### src/rtl/core/kprq_pkg.sv
// ----------------------------------------------------------------------------
// kprq_pkg
// Shared types and codes for the keyed priority request queue: operation
// and status codes, entry layout, channel payloads and sequencer states.
// ----------------------------------------------------------------------------
`default_nettype none

package kprq_pkg;

    localparam int unsigned OCC_W = 5;

    typedef enum logic [1:0] {
        K_ENQUEUE = 2'd0,
        K_DEQUEUE = 2'd1,
        K_FIND    = 2'd2,
        K_REMOVE  = 2'd3
    } t_kind;

    typedef enum logic [1:0] {
        ST_OK   = 2'd0,
        ST_FULL = 2'd1,
        ST_NONE = 2'd2
    } t_status;

    typedef logic [OCC_W-1:0] t_occ;

    typedef struct packed {
        logic [15:0] requester;
        logic [1:0]  priority_lvl;
        logic [15:0] resource;
    } t_entry;

    localparam int unsigned ENTRY_W = $bits(t_entry);

    typedef struct packed {
        t_kind       kind;
        logic [15:0] requester_id;
        logic [1:0]  priority_req;
        logic [15:0] resource_id;
    } t_in_item;

    typedef struct packed {
        t_status     status;
        logic [15:0] out_requester;
        logic [1:0]  out_priority;
        logic [15:0] out_resource;
        t_occ        occupancy;
    } t_out_item;

    typedef enum logic [2:0] {
        S_IDLE,
        S_SCAN,
        S_SHIFT_ISSUE,
        S_SHIFT,
        S_FINISH
    } t_state;

endpackage

`default_nettype wire

### src/rtl/core/kprq_ram.sv
// ----------------------------------------------------------------------------
// kprq_ram
// Generic simple dual-port RAM: one write port, one read port, registered
// read data.
// ----------------------------------------------------------------------------
`default_nettype none

module kprq_ram #(
    parameter int unsigned WIDTH = 34,
    parameter int unsigned DEPTH = 16
) (
    input  wire logic                     i_clk,
    input  wire logic                     i_we,
    input  wire logic [$clog2(DEPTH)-1:0] i_waddr,
    input  wire logic [WIDTH-1:0]         i_wdata,
    input  wire logic [$clog2(DEPTH)-1:0] i_raddr,
    output logic      [WIDTH-1:0]         o_rdata
);

    logic [WIDTH-1:0] r_mem [DEPTH];
    logic [WIDTH-1:0] r_rdata;

    always_ff @(posedge i_clk) begin
        if (i_we) begin
            r_mem[i_waddr] <= i_wdata;
        end
        r_rdata <= r_mem[i_raddr];
    end

    assign o_rdata = r_rdata;

endmodule

`default_nettype wire

### src/rtl/core/keyed_priority_request_queue_unit.sv
// ----------------------------------------------------------------------------
// keyed_priority_request_queue_unit
// Bounded request table kept packed in arrival order in a RAM. Enqueue
// appends; dequeue, find and remove scan the table with one shared compare
// unit, and dequeue/remove then close the gap one slot per cycle.
// ----------------------------------------------------------------------------
//  channel   signals                                   direction
//  in        i_in_valid / o_in_ready / i_in_data       request transfer in
//  out       o_out_valid / i_out_ready / o_out_data    one result per request
//
//  Find and remove scan until a match, dequeue scans every entry; dequeue
//  and remove then shift the slots behind the chosen entry down. The single
//  RAM read port limits scans and shifts to one slot per cycle.
//  One request at a time; a finished result holds the sequencer only while
//  the previous result is still untaken in the output register.
//  Reset clears the entry count and control state; the RAM is not cleared.
// ----------------------------------------------------------------------------
`default_nettype none

module keyed_priority_request_queue_unit #(
    parameter int unsigned QUEUE_DEPTH = 16
) (
    input  wire logic               i_clk,
    input  wire logic               i_rst_n,
    input  wire logic               i_in_valid,
    output logic                    o_in_ready,
    input  wire kprq_pkg::t_in_item i_in_data,
    output logic                    o_out_valid,
    input  wire logic               i_out_ready,
    output kprq_pkg::t_out_item     o_out_data
);

    import kprq_pkg::*;

    localparam int unsigned IDX_W = $clog2(QUEUE_DEPTH);
    localparam int unsigned CNT_W = $clog2(QUEUE_DEPTH + 1);

    t_state            r_state, n_state;
    logic [CNT_W-1:0]  r_count, n_count;
    logic [IDX_W-1:0]  r_idx, n_idx;
    logic [IDX_W-1:0]  r_best_idx, n_best_idx;
    logic              r_hit, n_hit;
    t_entry            r_best, n_best;
    t_in_item          r_item, n_item;
    t_status           r_status, n_status;
    logic              r_out_valid, n_out_valid;
    t_out_item         r_out, n_out;

    logic              ram_we;
    logic [IDX_W-1:0]  ram_waddr;
    t_entry            ram_wdata;
    logic [IDX_W-1:0]  ram_raddr;
    logic [ENTRY_W-1:0] ram_rdata;
    t_entry            rd_q;

    logic              in_xfer;
    logic              out_free;
    logic [CNT_W-1:0]  idx_ext, best_ext;
    logic              match_res, match_both, better;
    logic              scan_last, find_hit, rem_hit, deq_hit_now;
    logic              best_is_last, shift_last;

    kprq_ram #(
        .WIDTH (ENTRY_W),
        .DEPTH (QUEUE_DEPTH)
    ) u_ram (
        .i_clk   (i_clk),
        .i_we    (ram_we),
        .i_waddr (ram_waddr),
        .i_wdata (ram_wdata),
        .i_raddr (ram_raddr),
        .o_rdata (ram_rdata)
    );

    assign rd_q     = t_entry'(ram_rdata);
    assign in_xfer  = i_in_valid && o_in_ready;
    assign out_free = !r_out_valid || i_out_ready;
    assign idx_ext  = CNT_W'(r_idx);
    assign best_ext = CNT_W'(r_best_idx);

    // shared compare unit: one slot per cycle against the held request
    assign match_res   = rd_q.resource == r_item.resource_id;
    assign match_both  = match_res && (rd_q.requester == r_item.requester_id);
    assign better      = match_res && (!r_hit || (rd_q.priority_lvl < r_best.priority_lvl));
    assign scan_last   = (idx_ext + CNT_W'(1)) == r_count;
    assign find_hit    = (r_item.kind == K_FIND) && match_res;
    assign rem_hit     = (r_item.kind == K_REMOVE) && match_both;
    assign deq_hit_now = r_hit || better;
    assign best_is_last = (best_ext + CNT_W'(1)) == r_count;
    assign shift_last   = (idx_ext + CNT_W'(2)) == r_count;

    // next state
    always_comb begin
        n_state = r_state;
        case (r_state)
            S_IDLE: begin
                if (in_xfer) begin
                    if (i_in_data.kind == K_ENQUEUE || r_count == '0) begin
                        n_state = S_FINISH;
                    end else begin
                        n_state = S_SCAN;
                    end
                end
            end
            S_SCAN: begin
                if (find_hit) begin
                    n_state = S_FINISH;
                end else if (rem_hit) begin
                    n_state = S_SHIFT_ISSUE;
                end else if (scan_last) begin
                    if (r_item.kind == K_DEQUEUE && deq_hit_now) begin
                        n_state = S_SHIFT_ISSUE;
                    end else begin
                        n_state = S_FINISH;
                    end
                end
            end
            S_SHIFT_ISSUE: begin
                n_state = best_is_last ? S_FINISH : S_SHIFT;
            end
            S_SHIFT: begin
                if (shift_last) begin
                    n_state = S_FINISH;
                end
            end
            S_FINISH: begin
                if (out_free) begin
                    n_state = S_IDLE;
                end
            end
            default: n_state = S_IDLE;
        endcase
    end

    // datapath and RAM control
    always_comb begin
        n_count     = r_count;
        n_idx       = r_idx;
        n_best_idx  = r_best_idx;
        n_hit       = r_hit;
        n_best      = r_best;
        n_item      = r_item;
        n_status    = r_status;
        n_out_valid = r_out_valid && !i_out_ready;
        n_out       = r_out;
        ram_we      = 1'b0;
        ram_waddr   = IDX_W'(r_count);
        ram_wdata   = '{requester:    i_in_data.requester_id,
                        priority_lvl: i_in_data.priority_req,
                        resource:     i_in_data.resource_id};
        ram_raddr   = '0;
        o_in_ready  = 1'b0;

        case (r_state)
            S_IDLE: begin
                o_in_ready = 1'b1;
                if (in_xfer) begin
                    n_item   = i_in_data;
                    n_idx    = '0;
                    n_hit    = 1'b0;
                    n_status = ST_NONE;
                    if (i_in_data.kind == K_ENQUEUE) begin
                        if (r_count < CNT_W'(QUEUE_DEPTH)) begin
                            ram_we   = 1'b1;
                            n_count  = r_count + CNT_W'(1);
                            n_status = ST_OK;
                        end else begin
                            n_status = ST_FULL;
                        end
                    end
                end
            end
            S_SCAN: begin
                ram_raddr = IDX_W'(idx_ext + CNT_W'(1));
                n_idx     = IDX_W'(idx_ext + CNT_W'(1));
                if (find_hit) begin
                    n_best   = rd_q;
                    n_status = ST_OK;
                end else if (rem_hit) begin
                    n_best_idx = r_idx;
                    n_status   = ST_OK;
                end else if (r_item.kind == K_DEQUEUE) begin
                    if (better) begin
                        n_best     = rd_q;
                        n_best_idx = r_idx;
                        n_hit      = 1'b1;
                    end
                    if (scan_last && deq_hit_now) begin
                        n_status = ST_OK;
                    end
                end
            end
            S_SHIFT_ISSUE: begin
                ram_raddr = IDX_W'(best_ext + CNT_W'(1));
                n_idx     = r_best_idx;
                if (best_is_last) begin
                    n_count = r_count - CNT_W'(1);
                end
            end
            S_SHIFT: begin
                // data of slot idx+1 moves down into slot idx
                ram_raddr = IDX_W'(idx_ext + CNT_W'(2));
                ram_we    = 1'b1;
                ram_waddr = r_idx;
                ram_wdata = rd_q;
                n_idx     = IDX_W'(idx_ext + CNT_W'(1));
                if (shift_last) begin
                    n_count = r_count - CNT_W'(1);
                end
            end
            S_FINISH: begin
                if (out_free) begin
                    n_out_valid       = 1'b1;
                    n_out.status      = r_status;
                    n_out.occupancy   = t_occ'(r_count);
                    if (r_status == ST_OK &&
                        (r_item.kind == K_DEQUEUE || r_item.kind == K_FIND)) begin
                        n_out.out_requester = r_best.requester;
                        n_out.out_priority  = r_best.priority_lvl;
                        n_out.out_resource  = r_best.resource;
                    end else begin
                        n_out.out_requester = '0;
                        n_out.out_priority  = '0;
                        n_out.out_resource  = '0;
                    end
                end
            end
            default: ;
        endcase
    end

    always_ff @(posedge i_clk) begin
        if (!i_rst_n) begin
            r_state     <= S_IDLE;
            r_count     <= '0;
            r_hit       <= 1'b0;
            r_out_valid <= 1'b0;
        end else begin
            r_state     <= n_state;
            r_count     <= n_count;
            r_hit       <= n_hit;
            r_out_valid <= n_out_valid;
        end
    end

    always_ff @(posedge i_clk) begin
        r_idx      <= n_idx;
        r_best_idx <= n_best_idx;
        r_best     <= n_best;
        r_item     <= n_item;
        r_status   <= n_status;
        r_out      <= n_out;
    end

    assign o_out_valid = r_out_valid;
    assign o_out_data  = r_out;

endmodule

`default_nettype wire
### config.mk
export PLATFORM = sky130hd
export DESIGN_NAME = keyed_priority_request_queue_unit
export DESIGN_NICKNAME = d
export VERILOG_FILES = /design/src/rtl/core/kprq_pkg.sv /design/src/rtl/core/kprq_ram.sv /design/src/rtl/core/keyed_priority_request_queue_unit.sv
export SDC_FILE = /design/constraint.sdc
export NUM_CORES = 1
export LEC_CHECK = 0
export ABC_AREA = 1
export BUFFER_PORTS_ARGS = -buffer_cell sky130_fd_sc_hd__buf_4
export CAP_MARGIN = 40
export CELL_PAD_IN_SITES_DETAIL_PLACEMENT = 0
export CELL_PAD_IN_SITES_GLOBAL_PLACEMENT = 2
export CORE_UTILIZATION = 44
export CTS_CLUSTER_SIZE = 25
export DETAILED_ROUTE_END_ITERATION = 16
export PLACE_DENSITY_LB_ADDON = 0.1
export SLEW_MARGIN = 20
export SYNTH_ARGS = -nofsm -noshare
export SYNTH_HDL_FRONTEND = slang
export SYNTH_HIERARCHICAL = 1
export SYNTH_SLANG_ARGS = --single-unit
### constraint.sdc
create_clock -name i_clk -period 9.5 [get_ports i_clk]
set_input_delay 1.9 -clock i_clk [delete_from_list [all_inputs] [get_ports i_clk]]
set_output_delay 1.9 -clock i_clk [all_outputs]
set_load 0.01 [all_outputs]
==> flow_metrics.tcl <==
set metrics [dict create \
    final_nets 3132 \
    vias_per_cell 4.951 \
    synth_ff_type "edfxtp_1" \
    antenna_cells 0 \
    n_fill_cell 6094 \
    worstMarginPinSlew_ps 826.8 \
    io_pins 83 \
    yosys_warnings 6 \
    die_x_um 264.5 \
    hold_class "reg2reg" \
    detail-route-antenna-nets 0 \
    period_minus_slack_ps 4597 \
    drt-total-wl_um 78690 \
    postCtsHoldBufs 0 \
    overflow 0 \
    route.detailed.drc 0 \
    die_area_um2 69980 \
    clk_latency_ps 620 \
    hp-start "r_status[1]$_SDFFCE_PP0P_" \
    synth_edf_count 663 \
    synth_top_cell_by_area "edfxtp_1" \
    slew_viol_final 0 \
    max_slew_margin 0.4488 \
    cts_resized 0 \
    skew_ps 11.83 \
    routedWlPerCell_um 19.59 \
    grt_pass1_wl_um 119800 \
    netlist_top_cells_count "938 x nand2_1, 663 x edfxtp_1, 546 x inv_1" \
    p_per_area_nw_per_um2 247.0 \
    setup_tns_ps 0 \
    grt_antenna_before_repair 2 \
    drt-initial-drc-count 1484 \
    gp_congestion 0.8154 \
    pre_cts_slack_ps 4432 \
    synth.distinct_cells 39 \
    leakagePower_nw 14.92 \
    outcome "complete, no violations" \
    reg2reg_from "r_state[2]$_SDFFE_PN0P_" \
    async_reset_ff_frac 0 \
    num_vias 19884 \
    ys_ff_latch 707 \
    grt_usage 0.2292 \
    final_area_um2 34810 \
    r2r_cells 14 \
    clk_pin_slew_ps 60 \
    tritoncts "built" \
    clock_path_buffers 3 \
    whs_path_depth 0 \
    grt_max_degree 108 \
    placed_cell_area_um2 32270 \
    htree_levels 3 \
    synthCells 2969 \
    die_h_um 264.5 \
    maxCapViolations 0 \
    worstSetupStartpointType "flip-flop" \
    finalSetupViolCount 0 \
    initial_utilization 0.4484 \
    worstPathArrival_ps 5140 \
    core_area_um2 67630 \
    critPathKind "reg2reg" \
    synth_area_um2 30330 \
    whs_ps 443.3 \
    areaGrowthSynthToFinish_pct 14.79 \
    first_pass_iters 5 \
    cts.sinks 707 \
    max_freq_mhz 217.5 \
    cts_setup_buffers 0 \
    required_ps 10040 \
    multi_input_area_um2 7072 \
    grt_pass1_vias 19256 \
    row_count 95 \
    cts_buffers 78 \
    avgSynthCellArea_um2 10.21 \
    final-seq-area_um2 20790 \
    yosys.area.top_type_share 0.6565 \
    cp-end-kind "flip-flop" \
    ir_worst_vdd_mv 0.1662 \
    synth_area_leaders "edfxtp_1 66%, nand2_1 12%, nand3_1 7.1%, inv_1 6.8%, dfxtp_1 2.9%" \
    synth_nets 3020 \
    startpoint "r_state[2]$_SDFFE_PN0P_" \
    hold_violations 0 \
    dp_hpwl_um 46470 \
    yosysMostFrequentCell "nand2_1" \
    port_buffers 82 \
    post-route-period-util 0.4839 \
    synth_seq_area_share 0.6856 \
    fin_ws_ps 4903 \
    drive_gt1_frac 0.09577 \
    cp_max_fo 61 \
    rsz0062_at_grt "no" \
    cts-root-buf "clkbuf_16" \
]
[through the flow]
step	instances	total power, mW	utilization
6_report	4016	8.598	0.5147
4_1_cts	4015	8.695	0.5145
3_5_place_dp	3873	5.681	0.4771
3_3_place_gp	3860	5.648	0.4747
2_1_floorplan	2969	4.963	-
5_1_grt	4016	9.009	0.5147
[registers in the layout (all words and copies together), names as in the netlist]
register	flops
u_ram/r_mem	544
o_out_data	41
r_best	34
r_item	34
u_ram/o_rdata	34
r_count	5
r_best_idx	4
r_idx	4
r_state	3
r_status	2
o_out_valid	1
r_hit	1
[layer usage]
metal  global-route usage  up-vias  part of all wire
li1                     -     9797                 -
met1               0.3226     9600              0.47
met2               0.3778      383              0.47
met3              0.03084      104             0.042
met4              0.05264        0             0.018
met5                    0        -                 0
[cells by family (layout without fill, tap and decap cells)]
logic type,Yosys count,count (layout),synth area share
adder cells (fa/ha/maj),11,11,0.004786
AND/OR/NAND/NOR,1483,1483,0.2034
buffers and inverters,676,850,0.08809
flip-flops,707,707,0.6856
XOR/XNOR,16,16,0.004621
AO/OA/AOI/OAI,76,76,0.01357
[report_power, final]
group / total [mW] / switching, mW / internal (mW) / leakage, nW
Sequential: 3.90 / 0.201 / 3.70 / 6.38
Clock: 3.00 / 1.21 / 1.80 / 1.24
Combinational: 1.69 / 1.18 / 0.517 / 7.31
Total: 8.60 / 2.58 / 6.01 / 14.9
[final cells by class]
type / instances / share of cell area
Sequential cell: 707 / 0.5972
Clock inverter: 29 / 0.009489
Tap cell: 873 / 0.03138
Timing Repair Buffer: 156 / 0.03566
Multi-Input combinational cell: 1586 / 0.2031
Clock buffer: 113 / 0.06312
Inverter: 552 / 0.05999
[worst max-delay path: stages (launching register included)]
cell,delay [ps]
dfxtp_1,340
inv_1,60
nand2_1,150
nor2_4,550
inv_2,500
nor2_1,270
a21oi_1,100
o21ai_4,80
buf_4,370
buf_4,650
buf_4,770
nand3_1,170
nand3_1,160
nand3_1,80
nand2_1,150
[placed cells by master (no fill, tap or decap), types with 2 or more instances in the layout]
cell	synthesis	layout
clkinv_2	1	11
clkbuf_1	27	27
o221ai_4	0	2
ha_1	10	10
buf_4	10	147
inv_1	546	545
edfxtp_1	663	663
o21ai_4	0	2
nor2_1	95	78
nand2_2	2	2
nand3_1	428	428
nor2_4	1	18
a21oi_4	0	2
nand2_1	938	938
xnor2_1	6	6
inv_2	4	3
a21oi_1	19	17
dfxtp_1	44	44
o21ai_1	2	8
clkbuf_8	0	5
o21ai_0	44	36
xor2_1	10	10
buf_16	0	3
inv_6	0	4
nand4_1	10	10
o22ai_1	3	3
clkinv_1	1	8
nor3b_1	2	2
bufinv_16	0	7
nor3_1	2	2
buf_2	69	4
o211ai_1	2	2
clkbuf_16	0	81
[path summary, 6_finish.rpt]
check	endpoint	slack, ps
hold reg to reg	o_out_data[40]$_DFFE_PP_	440
setup / recovery	u_ram/o_rdata[10]$_DFF_P_	4900
setup reg to reg	u_ram/o_rdata[10]$_DFF_P_	4900
hold / removal	o_out_data[40]$_DFFE_PP_	440
(Power assumes the default switching activity.)
